--- config.mk ---
export PLATFORM = sky130hd
export DESIGN_NAME = record_exchange_sort_by_weighted_mean_top
export DESIGN_NICKNAME = d
export VERILOG_FILES = /design/src/sv/rxs_pkg.sv /design/src/sv/rxs_ram.sv /design/src/sv/record_exchange_sort_by_weighted_mean_top.sv
export SDC_FILE = /design/constraint.sdc
export NUM_CORES = 1
export LEC_CHECK = 0
export BUFFER_PORTS_ARGS = -buffer_cell sky130_fd_sc_hd__buf_2
export CAP_MARGIN = 10
export CORE_UTILIZATION = 62
export DETAILED_ROUTE_END_ITERATION = 7
export PLACE_DENSITY = 0.81
export SLEW_MARGIN = 20
export SYNTH_ARGS = -nofsm -noshare
export SYNTH_HDL_FRONTEND = slang
export SYNTH_SLANG_ARGS = --single-unit
--- constraint.sdc ---
create_clock -name clk -period 7.8 [get_ports clk]
set_clock_uncertainty 0.15 [all_clocks]
set_input_delay 1.17 -clock clk [delete_from_list [all_inputs] [get_ports clk]]
set_output_delay 1.17 -clock clk [all_outputs]
set_load 0.1 [all_outputs]
--- src/sv/rxs_pkg.sv ---
`timescale 1ns / 1ps
// ----------------------------------------------------------------------------
// rxs_pkg: shared types and constants for the record exchange sorter
// Record layout, store sizing and the key helper used by the sort datapath.
// ----------------------------------------------------------------------------
package rxs_pkg;

  localparam int MAX_RECORDS = 8;  // store depth, 2 .. 64
  localparam int IDX_W       = $clog2(MAX_RECORDS);
  localparam int CNT_W       = $clog2(MAX_RECORDS + 1);

  localparam int TAG_W  = 8;
  localparam int MARK_W = 10;
  localparam int KEY_W  = MARK_W + 2;
  localparam int MEAN_W = 10;

  // floor(key / 3) as (key * 2731) >> 13, exact for key < 4096
  localparam int RECIP_W     = 12;
  localparam int RECIP_SHIFT = 13;
  localparam logic [RECIP_W-1:0] RECIP = 12'd2731;

  typedef struct packed {
    logic [MARK_W-1:0] second_mark;
    logic [MARK_W-1:0] first_mark;
    logic [TAG_W-1:0]  tag;
  } rec_t;

  localparam int REC_W = $bits(rec_t);

  function automatic logic [KEY_W-1:0] key_of(input rec_t r);
    return KEY_W'(r.first_mark) + (KEY_W'(r.second_mark) << 1);
  endfunction

endpackage

--- src/sv/rxs_ram.sv ---
`timescale 1ns / 1ps
// ----------------------------------------------------------------------------
// rxs_ram: generic single-write, single-read RAM
// One write port and one read port; read data is registered.
// ----------------------------------------------------------------------------
module rxs_ram #(
  parameter int WIDTH = 28,
  parameter int DEPTH = 8
) (
  input  logic                     clk,
  input  logic                     we,
  input  logic [$clog2(DEPTH)-1:0] waddr,
  input  logic [WIDTH-1:0]         wdata,
  input  logic [$clog2(DEPTH)-1:0] raddr,
  output logic [WIDTH-1:0]         rdata
);

  logic [WIDTH-1:0] mem [DEPTH];

  always_ff @(posedge clk) begin
    if (we) begin
      mem[waddr] <= wdata;
    end
    rdata <= mem[raddr];
  end

endmodule

--- src/sv/record_exchange_sort_by_weighted_mean_top.sv ---
`timescale 1ns / 1ps
// ----------------------------------------------------------------------------
// record_exchange_sort_by_weighted_mean_top: batch sorter by weighted mean
// Loads records, sorts them descending by first + 2*second, emits them.
// ----------------------------------------------------------------------------
// Use:
//   A record beat is taken on a rising edge with start high and busy low.
//   Non-last beats are written to the record store and busy stays low.
//   Records past MAX_RECORDS are dropped and the batch is flagged with
//   overflow. A beat with last high (stored or dropped) ends the batch
//   and raises busy.
//   Sort: an exchange sort over the n stored records, one compare per cycle
//   within each pass over j on the shared key unit; the running entry i
//   sits in a register while entries j stream through the store's single
//   read port.
//   Emit: a read-priming state (S_EMIT_RD), then one result per cycle on
//   the result ports, each marked by valid for one cycle, out_last on the
//   final one. Busy drops as the final result is shown; a new batch may
//   start in that cycle.
//   The receiver cannot stall; results are never held.
//   Reset (synchronous, rst high) empties the batch and returns to idle.
// ----------------------------------------------------------------------------
module record_exchange_sort_by_weighted_mean_top
  import rxs_pkg::*;
(
  input  logic              clk,
  input  logic              rst,
  input  logic              start,
  output logic              busy,
  input  logic [TAG_W-1:0]  tag,
  input  logic [MARK_W-1:0] first_mark,
  input  logic [MARK_W-1:0] second_mark,
  input  logic              last,
  output logic              valid,
  output logic [TAG_W-1:0]  out_tag,
  output logic [MARK_W-1:0] out_first_mark,
  output logic [MARK_W-1:0] out_second_mark,
  output logic [MEAN_W-1:0] weighted_mean,
  output logic              overflow,
  output logic              out_last
);

  typedef enum logic [2:0] {
    S_IDLE,
    S_RDI,
    S_GETI,
    S_CMP,
    S_WRI,
    S_EMIT_RD,
    S_EMIT
  } state_t;

  state_t           state;
  logic [CNT_W-1:0] count;
  logic             dropped;
  logic [IDX_W-1:0] i;
  logic [IDX_W-1:0] j;
  rec_t             cur;
  logic [KEY_W-1:0] cur_key;

  logic             we;
  logic [IDX_W-1:0] waddr;
  rec_t             wdata;
  logic [IDX_W-1:0] raddr;
  rec_t             rdata;

  logic             accept;
  logic             full;
  logic [CNT_W-1:0] count_next;
  logic [KEY_W-1:0] key_rd;
  logic [KEY_W+RECIP_W-1:0] prod;
  logic             swap;

  rxs_ram #(
    .WIDTH(REC_W),
    .DEPTH(MAX_RECORDS)
  ) u_store (
    .clk  (clk),
    .we   (we),
    .waddr(waddr),
    .wdata(wdata),
    .raddr(raddr),
    .rdata(rdata)
  );

  assign busy       = (state != S_IDLE);
  assign accept     = start && !busy;
  assign full       = (count == CNT_W'(MAX_RECORDS));
  assign count_next = full ? count : count + CNT_W'(1);

  // shared key unit: one adder on the read port, feeding compare and mean
  assign key_rd = key_of(rdata);
  assign swap   = (key_rd > cur_key);
  assign prod   = key_rd * RECIP;

  always_comb begin
    we    = 1'b0;
    waddr = i;
    wdata = cur;
    raddr = i;
    case (state)
      S_IDLE: begin
        we    = accept && !full;
        waddr = count[IDX_W-1:0];
        wdata = '{second_mark: second_mark, first_mark: first_mark, tag: tag};
      end
      S_RDI:     raddr = i;
      S_GETI:    raddr = j;
      S_CMP: begin
        we    = swap;
        waddr = j;
        raddr = j + IDX_W'(1);
      end
      S_WRI:     we = 1'b1;
      S_EMIT_RD: raddr = i;
      S_EMIT:    raddr = i + IDX_W'(1);
      default: ;
    endcase
  end

  always_ff @(posedge clk) begin
    if (rst) begin
      state   <= S_IDLE;
      count   <= '0;
      dropped <= 1'b0;
      valid   <= 1'b0;
    end else begin
      valid <= 1'b0;
      case (state)
        S_IDLE: begin
          if (accept) begin
            count   <= count_next;
            dropped <= dropped | full;
            if (last) begin
              i <= '0;
              j <= IDX_W'(1);
              state <= (count_next == CNT_W'(1)) ? S_EMIT_RD : S_RDI;
            end
          end
        end
        S_RDI: state <= S_GETI;
        S_GETI: begin
          cur     <= rdata;
          cur_key <= key_rd;
          state   <= S_CMP;
        end
        S_CMP: begin
          if (swap) begin
            cur     <= rdata;
            cur_key <= key_rd;
          end
          if (CNT_W'(j) + CNT_W'(1) < count) begin
            j <= j + IDX_W'(1);
          end else begin
            state <= S_WRI;
          end
        end
        S_WRI: begin
          if (CNT_W'(i) + CNT_W'(2) < count) begin
            i     <= i + IDX_W'(1);
            j     <= i + IDX_W'(2);
            state <= S_RDI;
          end else begin
            i     <= '0;
            state <= S_EMIT_RD;
          end
        end
        S_EMIT_RD: state <= S_EMIT;
        S_EMIT: begin
          valid           <= 1'b1;
          out_tag         <= rdata.tag;
          out_first_mark  <= rdata.first_mark;
          out_second_mark <= rdata.second_mark;
          weighted_mean   <= prod[RECIP_SHIFT+MEAN_W-1:RECIP_SHIFT];
          overflow        <= dropped;
          out_last        <= (CNT_W'(i) + CNT_W'(1) == count);
          i               <= i + IDX_W'(1);
          if (CNT_W'(i) + CNT_W'(1) == count) begin
            count   <= '0;
            dropped <= 1'b0;
            state   <= S_IDLE;
          end
        end
        default: state <= S_IDLE;
      endcase
    end
  end

`ifndef ASSERT_OFF
  a_batch_cleared: assert property (@(posedge clk) disable iff (rst)
    valid && out_last |-> (count == '0) && !dropped)
    else $error("batch state not cleared after final result");

  a_last_starts_sort: assert property (@(posedge clk) disable iff (rst)
    accept && last |=> busy)
    else $error("last beat did not start the sort");

  a_result_after_busy: assert property (@(posedge clk) disable iff (rst)
    valid |-> $past(busy))
    else $error("result shown without a sort pass");

  a_pair_order: assert property (@(posedge clk) disable iff (rst)
    state == S_CMP |-> (j > i) && (CNT_W'(j) < count))
    else $error("compare indexes out of order or range");

  a_no_write_past_count: assert property (@(posedge clk) disable iff (rst)
    we && state != S_IDLE |-> CNT_W'(waddr) < count)
    else $error("sort write beyond stored records");
`endif

endmodule

=== Word level (Yosys, flattened, before mapping) ===
Memory sizes are Yosys's and may differ from the RTL's. A register that Yosys moved wholly into a read port is not among the register bits.
Cells that the tools add are included.

* $add $sub $neg: 8
* $mul: 1
* $lt $le $gt $ge: 3
* Equal/unequal tests: 16
* Multiplexer cells: 34
* Bitwise logic cells: 2
* Reductions and logical operators: 16

{| class="wikitable"
|+ Operators with widths
! kind !! number
|-
| $mux W28 || 2
|-
| $pmux W28 S2 || 1
|-
| $mux W3 || 13
|-
| $pmux W3 S3 || 3
|-
| $pmux W12 S2 || 1
|-
| $mul A12 B12 Y23 const B || 1
|-
| $pmux W3 S7 || 1
|-
| $ne A2 B2 Y1 const B || 7
|-
| $add A10 B11 Y12 || 1
|-
| $gt A12 B12 Y1 || 1
|-
| $mux W12 || 1
|-
| $mux W4 || 3
|-
| $eq A3 B3 Y1 const B || 3
|-
| $reduce_bool A3 Y1 || 3
|-
| $add A3 B1 Y4 const B || 2
|-
| $lt A4 B4 Y1 || 2
|-
| $pmux W4 S2 || 1
|-
| $reduce_and A4 Y1 || 2
|-
| $add A3 B1 Y3 const B || 2
|-
| $eq A3 B2 Y1 const B || 2
|-
| $pmux W3 S2 || 1
|-
| $reduce_and A3 Y1 || 2
|-
| $reduce_and A6 Y1 || 1
|-
| $mux W1 || 5
|-
| other kinds (16) || 19
|}

* Register bits: 95
* Bits in writable memories: 224
* Bits of input ports: 32
* Output and inout port bits: 42
* Word-level logic and storage cells: 97
* Memories: 1

{| class="wikitable"
|+ Memories
! name !! words !! bits a word !! read ports !! clocked after Yosys merged registers in !! wr ports !! line !! RTL
|-
| u_store.mem || 8 || 28 || 1 || 1 || 1 || rxs_ram.sv:18 || <nowiki>logic [WIDTH-1:0] mem [DEPTH];</nowiki>
|}

=== Longest topological paths before layout ===
Gate-level depths: netlist of the first run.

* Word-level depth: 7
* Mapped depth: 25
* Gate-level depth less buffers: 24

=== Cells and area by module ===
A second synthesis of the first run with hierarchy kept.

* Cell total of the unflattened synthesis: 967
* Area, all modules: 16105.4 µm²

{| class="wikitable"
|+ By module, submodules not included
! module !! times used !! cells each !! area an instance (µm²) !! sequential area each (µm²)
|-
| rxs_ram || 1 || 364 || 9042.4 || 7287.0
|-
| record_exchange_sort_by_weighted_mean_top || 1 || 603 || 7063.0 || 2732.6
|}

=== Least setup slack after synthesis of the first run ===
OpenSTA, ideal clock, no wires.

* Path kind: register -> register
* Start point: register u_store.rdata[9], read port of u_store.mem
* End point: register cur[0] in the netlist's numbering (enable)
* Library setup time: 495 ps
* Arrival time: 6085 ps
* Required time: 7155 ps
* Slack: 1071 ps
* Cell stages (with the launch flop): 13
* Path buffers: 0
* Period minus slack after synthesis: 6729 ps
* Path through: dfxtp_1 ha_1 fa_1 a211oi_1 o211ai_1 and3_1 o21ai_0 inv_1 ha_1 and3_1 o211a_1 o31ai_1 a211oi_1

* Cells in the longest elaborated chain, start to end: 4

{| class="wikitable"
|+ Ends and longest elaborated chain
! item !! line !! RTL
|-
| from (decl) || rxs_ram.sv:15 || <nowiki>output logic [WIDTH-1:0] rdata</nowiki>
|-
| $add A10 B11 Y12 || rxs_pkg.sv:31 || <nowiki>return KEY_W'(r.first_mark) + (KEY_W'(r.second_mark) << 1);</nowiki>
|-
| named net key_rd[11] || record_exchange_sort_by_weighted_mean_top.sv:70 || <nowiki>logic [KEY_W-1:0] key_rd;</nowiki>
|-
| $gt A12 B12 Y1 || record_exchange_sort_by_weighted_mean_top.sv:93 || <nowiki>assign swap = (key_rd > cur_key);</nowiki>
|-
| $ne A2 B2 Y1 (no line) || -- ||
|-
| $reduce_and A3 Y1 (no line) || -- ||
|-
| to (signal assigned) || record_exchange_sort_by_weighted_mean_top.sv:143 || <nowiki>cur <= rdata;</nowiki>
|-
| to (signal assigned) || record_exchange_sort_by_weighted_mean_top.sv:149 || <nowiki>cur <= rdata;</nowiki>
|-
| to (decl) || record_exchange_sort_by_weighted_mean_top.sv:58 || <nowiki>rec_t cur;</nowiki>
|}

The timed path passes the listed nets, and every way through them passes these cells.
A chain may end at the register's enable or synchronous reset.

=== Worst setup path in the final report of the first run ===
* Start point: register u_store.rdata[19], read port of u_store.mem
* End point: register weighted_mean[9] (data pin)

* Cells in the longest elaborated chain, start to end: 2

{| class="wikitable"
|+ Ends and longest elaborated chain
! item !! line !! RTL
|-
| $add A10 B11 Y12 || rxs_pkg.sv:31 ||
|-
| named net key_rd[10] || record_exchange_sort_by_weighted_mean_top.sv:70 ||
|-
| $mul A12 B12 Y23 || record_exchange_sort_by_weighted_mean_top.sv:94 || <nowiki>assign prod = key_rd * RECIP;</nowiki>
|-
| named net prod[22] || record_exchange_sort_by_weighted_mean_top.sv:71 || <nowiki>logic [KEY_W+RECIP_W-1:0] prod;</nowiki>
|-
| to (signal assigned) || record_exchange_sort_by_weighted_mean_top.sv:174 || <nowiki>weighted_mean <= prod[RECIP_SHIFT+MEAN_W-1:RECIP_SHIFT];</nowiki>
|-
| to (decl) || record_exchange_sort_by_weighted_mean_top.sv:38 || <nowiki>output logic [MEAN_W-1:0] weighted_mean,</nowiki>
|}

The timed path passes the listed nets, and every way through them passes these cells.

==> flow_summary.yaml, run 1 <==
placed_design:
  hpwl_um: 20800
  placed_cells: 1558
  place.gp.congestion: 0.892
  numPortBuffers: 73
timing:
  fmax_mhz: 147
  whs_ns: 0.271
  finalHoldViolations: 0
  setup_tns_ns: 0
  post-route-min-period_ns: 6.81
  rsz0062_at_grt: "false"
  fin_crit_sh: 0.873
  tightestPinTransition_ns: 1.10
  report.final.slew_viol_count: 0
  setup_viol: 0
  maxSlewHeadroom: 0.259
clock_tree:
  cts-hold-fix-buffers: 0
  cts_tree: "built"
  path_clk_slew_ns: 0.06
  cts-htree-levels: 2
  cts.sinks: 346
  clk_latency_ns: 0.52
  ctsResizeCount: 0
  cts_buffers: 36
  post_cts_buffers: 0
  clockBufferDepth: 3
  clk_root_buffer_cell: "clkbuf_16"
global_route:
  grt_pass1_vias: 9562
  overflow: 0
  grt_use_total: 0.250
  grt_use_met1: 0.341
  grtUsageMet3: 0.0352
  met2_usage: 0.416
  grt_pass1_wl_um: 51400
  top_usage_layer: "met2"
  antenna_found_initial: 0
  grt_max_degree: 113
final_layout:
  final_util: 0.708
  final_common_cell: "edfxtp_1"
  areaGrowthSynthToFinish_pct: 11.8
  final_nets: 1440
  fillers: 1755
  layout.cells.most_common_list: "edfxtp_1, ha_1, inv_1, mux2_2, buf_2"
  drive_gt1_frac: 0.192
  insertedDiodeCount: 0
  finalNonFillerCells: 1624
worst_setup_path:
  startpoint_type: "flop"
  crit_type: "reg2reg"
  reg2reg_slack_ns: 0.99
  reg2reg_to: "weighted_mean[9]"
  cp.arrival_ns: 6.92
  rr_startpoint: "u_store.rdata[19]"
  reg2regPathDepth: 23
  cp.required_ns: 7.91
  cp_max_fo: 6
  end_kind: "flop"
hold_path:
  min_to: "out_tag[7]"
  min_path_type: "reg2reg"
  worstHoldStart: "u_store.rdata[7]"
  worstHoldPathCells: 0
detailed_routing:
  drt-initial-drc-count: 697
  antenna_left: 0
  drc_errors: 9
  dr.pass1.iters: 7
  vias: 9714
  via_per_inst: 5.98
  routed_wl_um: 32800
  wl_per_cell_um: 20.2
floorplanning:
  dieArea_um2: 27300
  die_x_um: 165
  initial_utilization: 0.633
  ios: 74
  die_h_um: 165
  core_area_um2: 26100
  rows: 59
yosys:
  syn_area_um2: 16500
  synth_warnings: 0
  synth_edf_count: 309
  syn_avg_cell_area_um2: 14.1
  ys_seq_area_frac: 0.606
  ys_async_sr_fraction: 0
  synth_nets: 1354
  ys_seq_elements: 346
  synth_cell_types: 55
  syn_inst: 1176
  synth-main-ff-cell: "edfxtp_1"
run:
  cap_violations: 0
status:
  violations: "DRC"
  outcome: "finished with violations"
-- cell usage after synthesis, types with 5 or more instances --
cell	n	area, um2
nand2_1	44	165
ha_1	110	1380
mux2i_1	57	571
clkbuf_1	26	97.6
inv_1	95	357
and3_1	7	43.8
nand3_1	13	65.1
nor4_1	5	31.3
edfxtp_1	309	9280
xnor2_1	17	149
nand2b_1	8	50.1
a211oi_1	6	45.0
buf_2	10	50.1
xor2_1	15	131
a21oi_1	60	300
buf_1	5	18.8
o21ai_0	52	260
a21o_1	13	97.6
nor2_1	59	221
dfxtp_1	37	741
o211ai_1	36	270
o211a_1	5	50.1
o21ai_1	5	25.0
fa_1	36	721
mux2_2	84	946
nor3_1	12	60.1
-- cell type report --
class	instances	area (um2)	share of cell area
clock inverter	13	75.1	0.00406
tap	335	419	0.0227
inverter	95	357	0.0193
multi-input combinational	692	6080	0.329
sequential	346	10000	0.542
clock buffer	52	1020	0.0553
timing repair buffer	91	512	0.0277
-- flip-flops by register name, summed over array words and instances (netlist names) --
signal,count
u_store.mem,224
cur,28
u_store.rdata,28
cur_key,11
out_first_mark,10
out_second_mark,10
weighted_mean,10
out_tag,8
count,4
i,3
j,3
state,3
dropped,1
out_last,1
overflow,1
valid,1
-- kinds of logic after synthesis --
kind of cell | after synthesis | synth area share
AO/OA/AOI/OAI | 204 | 0.0770
AND/OR/NAND/NOR | 167 | 0.0467
XOR/XNOR | 33 | 0.0184
multiplexers | 142 | 0.0926
buffers and inverters | 138 | 0.0328
flip-flops | 346 | 0.606
adder cells (fa/ha/maj) | 146 | 0.127
-- layer usage --
layer  up-vias  wire length (um)
met2       282             16300
met1      4841             14000
met3        56              1700
li1       4535                 -
met4         0               850
met5         -                 0
-- through the flow --
stage          worst slack, ns  area (um2)
5_1_grt                  0.551       18500
4_1_cts                   1.00       18500
3_5_place_dp              1.06       17400
2_1_floorplan             1.07       16500
3_3_place_gp              1.23       17400
6_report                 0.993       18500
-- how the worst max path moves through the flow --
stage	startpoint	endpoint	slack, ns	depth (start not counted)
2_1_floorplan	u_store.rdata[9]	cur[0]	1.07	12
3_3_place_gp	u_store.rdata[10]	weighted_mean[9]	1.23	23
3_5_place_dp	u_store.rdata[10]	weighted_mean[9]	1.06	23
4_1_cts	u_store.rdata[19]	weighted_mean[9]	1.00	23
5_1_grt	u_store.rdata[19]	weighted_mean[9]	0.55	23
6_report	u_store.rdata[19]	weighted_mean[9]	0.99	23
-- worst max-delay path, cell delays in order, from the launching register on --
cell and delay [ns]:
dfxtp_1 0.43, ha_1 0.30, a211oi_1 0.29, o21a_1 0.22, o21bai_1 0.08, a21o_1 0.21
a21o_1 0.18, a21oi_1 0.29, xnor2_1 0.35, ha_1 0.35, ha_1 0.33, fa_1 0.47
fa_1 0.54, inv_1 0.05, fa_1 0.53, inv_1 0.04, ha_1 0.35, a21oi_1 0.19
o21ai_0 0.16, nor3_1 0.21, a211oi_1 0.12, a2111o_1 0.44, a21oi_1 0.19, xnor2_1 0.07
Power of run 1 is left out: the tool's default activity adds up to more than one toggle a clock period on the data nets, which glitch-free logic cannot reach.
==> run 2, diff against run 1 <==
--- a/config.mk
+++ b/config.mk
@@ -9,3 +9,5 @@
 export CAP_MARGIN = 10
+export CORE_MARGIN = 8
 export CORE_UTILIZATION = 62
+export CTS_BUF_LIST = sky130_fd_sc_hd__clkbuf_16
 export DETAILED_ROUTE_END_ITERATION = 7
--- a/constraint.sdc
+++ b/constraint.sdc
@@ -4,2 +4,2 @@
 set_output_delay 1.17 -clock clk [all_outputs]
-set_load 0.1 [all_outputs]
+set_load 0.05 [all_outputs]
==> flow_summary.yaml, run 2 (synthesis results as in run 1) <==
floorplanning:
  initial_utilization: 0.633
  core_area_um2: 26100
  die_h_um: 179
  rows: 59
  ios: 74
  die_x_um: 179
  dieArea_um2: 32200
clock_tree:
  ctsResizeCount: 0
  post_cts_buffers: 0
  clk_root_buffer_cell: "clkbuf_16"
  cts-htree-levels: 2
  path_clk_slew_ns: 0.06
  cts_buffers: 35
  cts.sinks: 346
  clk_latency_ns: 0.52
  cts-hold-fix-buffers: 0
  clockBufferDepth: 3
  cts_tree: "built"
timing:
  setup_viol: 0
  maxSlewHeadroom: 0.255
  report.final.slew_viol_count: 0
  rsz0062_at_grt: "false"
  finalHoldViolations: 0
  fmax_mhz: 146
  tightestPinTransition_ns: 1.11
  setup_tns_ns: 0
  fin_crit_sh: 0.876
  post-route-min-period_ns: 6.83
detailed_routing:
  drc_errors: 0
  via_per_inst: 6.04
  antenna_left: 0
  vias: 9802
  routed_wl_um: 34700
  dr.pass1.iters: 6
  wl_per_cell_um: 21.4
  drt-initial-drc-count: 761
status:
  outcome: "complete, no violations"
global_route:
  grt_use_total: 0.220
  grt_pass1_vias: 9853
  grt_pass1_wl_um: 53800
  grt_max_degree: 72
  antenna_found_initial: 0
  overflow: 0
worst_setup_path:
  cp.required_ns: 7.91
  crit_type: "reg2reg"
  cp_common_cell: "ha_1"
  reg2reg_slack_ns: 0.97
  startpoint_type: "flop"
  critical-path-max-stage-delay_ns: 0.55
  cp_max_fo: 6
  end_kind: "flop"
  cpMaxStageDelayCell: "fa_1"
  cp.arrival_ns: 6.94
  crit_chain: "ha_1, a211oi_1, o21a_1, o21bai_1, a21o_1, a21o_1, a21oi_1, xnor2_1, ha_1, ha_1, fa_1, fa_1, inv_1, fa_1, inv_1, ha_1, a21oi_1, o21ai_0, nor3_1, a211oi_1, a2111o_1, a21oi_1, xnor2_1"
final_layout:
  multiInputGateArea_um2: 6090
  areaGrowthSynthToFinish_pct: 11.8
  final_common_cell: "edfxtp_1"
  seq_area_um2: 10000
  final_nets: 1439
  fillers: 1740
  largest_reg_flops: 224
  top_regs: "u_store.mem: 224 flops, cur: 28 flops, u_store.rdata: 28 flops"
  drive_gt1_frac: 0.187
  final_cell_area_um2: 18500
  layout.cells.most_common_list: "edfxtp_1, ha_1, inv_1, mux2_2, buf_2"
  insertedDiodeCount: 0
  regMostFlops: "u_store.mem"
placed_design:
  placed_cell_area_um2: 17400
  place.gp.congestion: 0.880
  hpwl_um: 22100
  numPortBuffers: 73
hold_path:
  min_path_type: "reg2reg"
run:
  cap_violations: 0
run 2: cell types whose count changed in the layout (fill, tap and decap cells not counted), moves of 2 or more:
cell       change
clkbuf_1      -11
bufinv_16      +2
inv_1         +11
clkbuf_8       -4
clkinv_1       +5
clkinv_2       -3
run 2: path summary, 6_finish.rpt:
path,from,end,depth (start not counted)
max,u_store.rdata[10],weighted_mean[9],23
min,u_store.rdata[7],out_tag[7],0
max reg2reg,u_store.rdata[10],weighted_mean[9],23
min reg2reg,u_store.rdata[7],out_tag[7],0
run 2: layout make-up:
cell class	count	area share
multi-input combinational	692	0.329
inverter	95	0.0193
clock inverter	28	0.0101
timing repair buffer	91	0.0281
clock buffer	36	0.0487
tap	335	0.0227
sequential	346	0.542
run 2: worst max-delay path, delay by kind of cell (launching register included):
kind	cells	cell delay [ns]
AO/OA/AOI/OAI	11	2.41
XOR/XNOR	2	0.40
flip-flops	1	0.42
AND/OR/NAND/NOR	1	0.22
adder cells (fa/ha/maj)	7	2.87
buffers and inverters	2	0.11
run 2: per-stage QoR:
step / instances / setup slack [ns] / util / hold slack [ns]
6_report: 1623 / 0.968 / 0.708 / 0.274
5_1_grt: 1623 / 0.559 / 0.708 / 0.278
4_1_cts: 1622 / 0.992 / 0.706 / 0.264
3_5_place_dp: 1558 / 1.02 / 0.665 / 0.264
3_3_place_gp: 1558 / 1.23 / 0.665 / 0.257
2_1_floorplan: 1176 / 1.07 / - / 0.254
run 2: per-layer routing:
metal	track usage	up-vias	part of all wire
met4	0.0798	0	0.028
met1	0.278	4846	0.41
met2	0.378	356	0.50
met5	0	-	0
met3	0.0381	68	0.069
li1	-	4532	-
Power of run 2 is left out for the same reason.
==> run 3, diff against run 2 <==
CORE_UTILIZATION = 56   (was 62)
PLACE_DENSITY = 0.77   (was 0.81)
SLEW_MARGIN = not set   (was 20)
clock period = 5.5 ns   (was 7.8 ns; I/O delays follow)
==> flow_summary.yaml, run 3 (synthesis results as in run 1) <==
status:
  outcome: "finished with violations"
  violations: "setup timing"
detailed_routing:
  via_per_inst: 5.68
  met2_length_um: 17200
  routed_wl_um: 35200
  antenna_left: 0
  drc_errors: 0
  wl_per_cell_um: 20.1
  maxUsedRoutingLayer: "met4"
  drt-initial-drc-count: 649
  dr.pass1.iters: 5
  met1_length_um: 15400
  vias: 9945
  route.met3.wl_um: 1680
final_layout:
  top_regs: "u_store.mem: 224 flops, cur: 28 flops, u_store.rdata: 28 flops"
  drive_gt1_frac: 0.270
  final_common_cell: "edfxtp_1"
  final_util: 0.666
  layout.cells.most_common_list: "edfxtp_1, ha_1, inv_1, buf_4, mux2_2"
  regMostFlops: "u_store.mem"
  largest_reg_flops: 224
  areaGrowthSynthToFinish_pct: 18.0
  final_nets: 1512
  insertedDiodeCount: 0
timing:
  setup_tns_ns: -0.750
  whs_ns: 0.278
  finalHoldViolations: 0
  rsz0062_at_grt: "true"
  setup_viol: 5
  maxSlewHeadroom: 0.234
  report.final.slew_viol_count: 0
  tightestPinTransition_ns: 1.15
  post-route-min-period_ns: 5.75
  fin_crit_sh: 1.05
  worst_slack_ns: -0.253
  fmax_mhz: 174
hold_path:
  min_path_type: "reg2reg"
global_route:
  overflow: 0
  grt_use_total: 0.195
  grt_pass1_wl_um: 54600
  grt_max_degree: 57
  antenna_found_initial: 0
  grt_pass1_vias: 9996
floorplanning:
  die_h_um: 188
  dieArea_um2: 35300
  die_x_um: 188
  core_area_um2: 29300
  rows: 63
  ios: 74
  initial_utilization: 0.564
worst_setup_path:
  startpoint_type: "flop"
  critPathBufInv: 2
  end_kind: "flop"
  crit_chain: "ha_4, a211oi_4, o21a_1, o21bai_1, a21o_1, a21o_1, a21oi_2, xnor2_2, ha_1, ha_4, fa_1, fa_1, inv_2, fa_1, inv_2, ha_4, a21oi_4, o21ai_2, nor3_2, a211oi_2, a2111o_1, a21oi_2, xnor2_1"
  cp.arrival_ns: 5.87
  critical-path-max-stage-delay_ns: 0.54
  cp_max_fo: 4
  cp_top_family: "adder cells"
  cpMaxStageDelayCell: "fa_1"
  cp.required_ns: 5.62
  crit_type: "reg2reg"
placed_design:
  numPortBuffers: 73
  post-place-ws_ns: -0.251
  hpwl_um: 22900
  place.gp.congestion: 0.881
clock_tree:
  path_clk_slew_ns: 0.06
  cts_tree: "built"
  cts-htree-levels: 2
  clk_latency_ns: 0.52
  clk_root_buffer_cell: "clkbuf_16"
  cts_buffers: 36
  clockBufferDepth: 3
  cts.sinks: 346
run:
  cap_violations: 0
## run 3: worst reg2reg max path, stage by stage, from the launching register on
cell and delay [ns]:
dfxtp_4 0.36, ha_4 0.25, a211oi_4 0.22, o21a_1 0.17
o21bai_1 0.08, a21o_1 0.17, a21o_1 0.19, a21oi_2 0.21
xnor2_2 0.18, ha_1 0.31, ha_4 0.29, fa_1 0.43
fa_1 0.51, inv_2 0.04, fa_1 0.54, inv_2 0.04
ha_4 0.22, a21oi_4 0.16, o21ai_2 0.08, nor3_2 0.20
a211oi_2 0.10, a2111o_1 0.34, a21oi_2 0.16, xnor2_1 0.08
## run 3: per-layer routing
layer | track usage | vias to the layer above
li1 | - | 4671
met1 | 0.259 | 4946
met2 | 0.325 | 264
met3 | 0.0295 | 64
met4 | 0.0673 | 0
met5 | 0 | -
## run 3: cell type report
cell class,instances,area (um2)
inverters,95,357
well taps,390,488
multi-input cells,692,6370
fillers,2029,9800
clock inverters,29,317
repair buffers,163,1060
flip-flops and latches,346,10000
clock buffers,36,901
## run 3: metrics by stage
step	cells	area (um2)
floorplan	1176	16800
global placement	1677	18100
detailed placement	1677	18100
CTS	1746	19400
global route	1751	19500
finish	1751	19500
## run 3: worst paths after layout
check	from	end	slack [ns]	cells past startpoint
setup / recovery	u_store.rdata[19]	weighted_mean[9]	-0.25	23
hold / removal	u_store.rdata[6]	cur[6]	0.28	0
setup reg to reg	u_store.rdata[19]	weighted_mean[9]	-0.25	23
hold reg to reg	u_store.rdata[6]	cur[6]	0.28	0
## run 3: what timing repair did
item / in CTS / in global routing
hold buffers: 0 / 0
setup buffers: 4 / 5
pin swaps: 9 / 19
gates resized for setup: 14 / 10
endpoints found under the setup margin: 7 / 9
Power of run 3 is left out for the same reason.
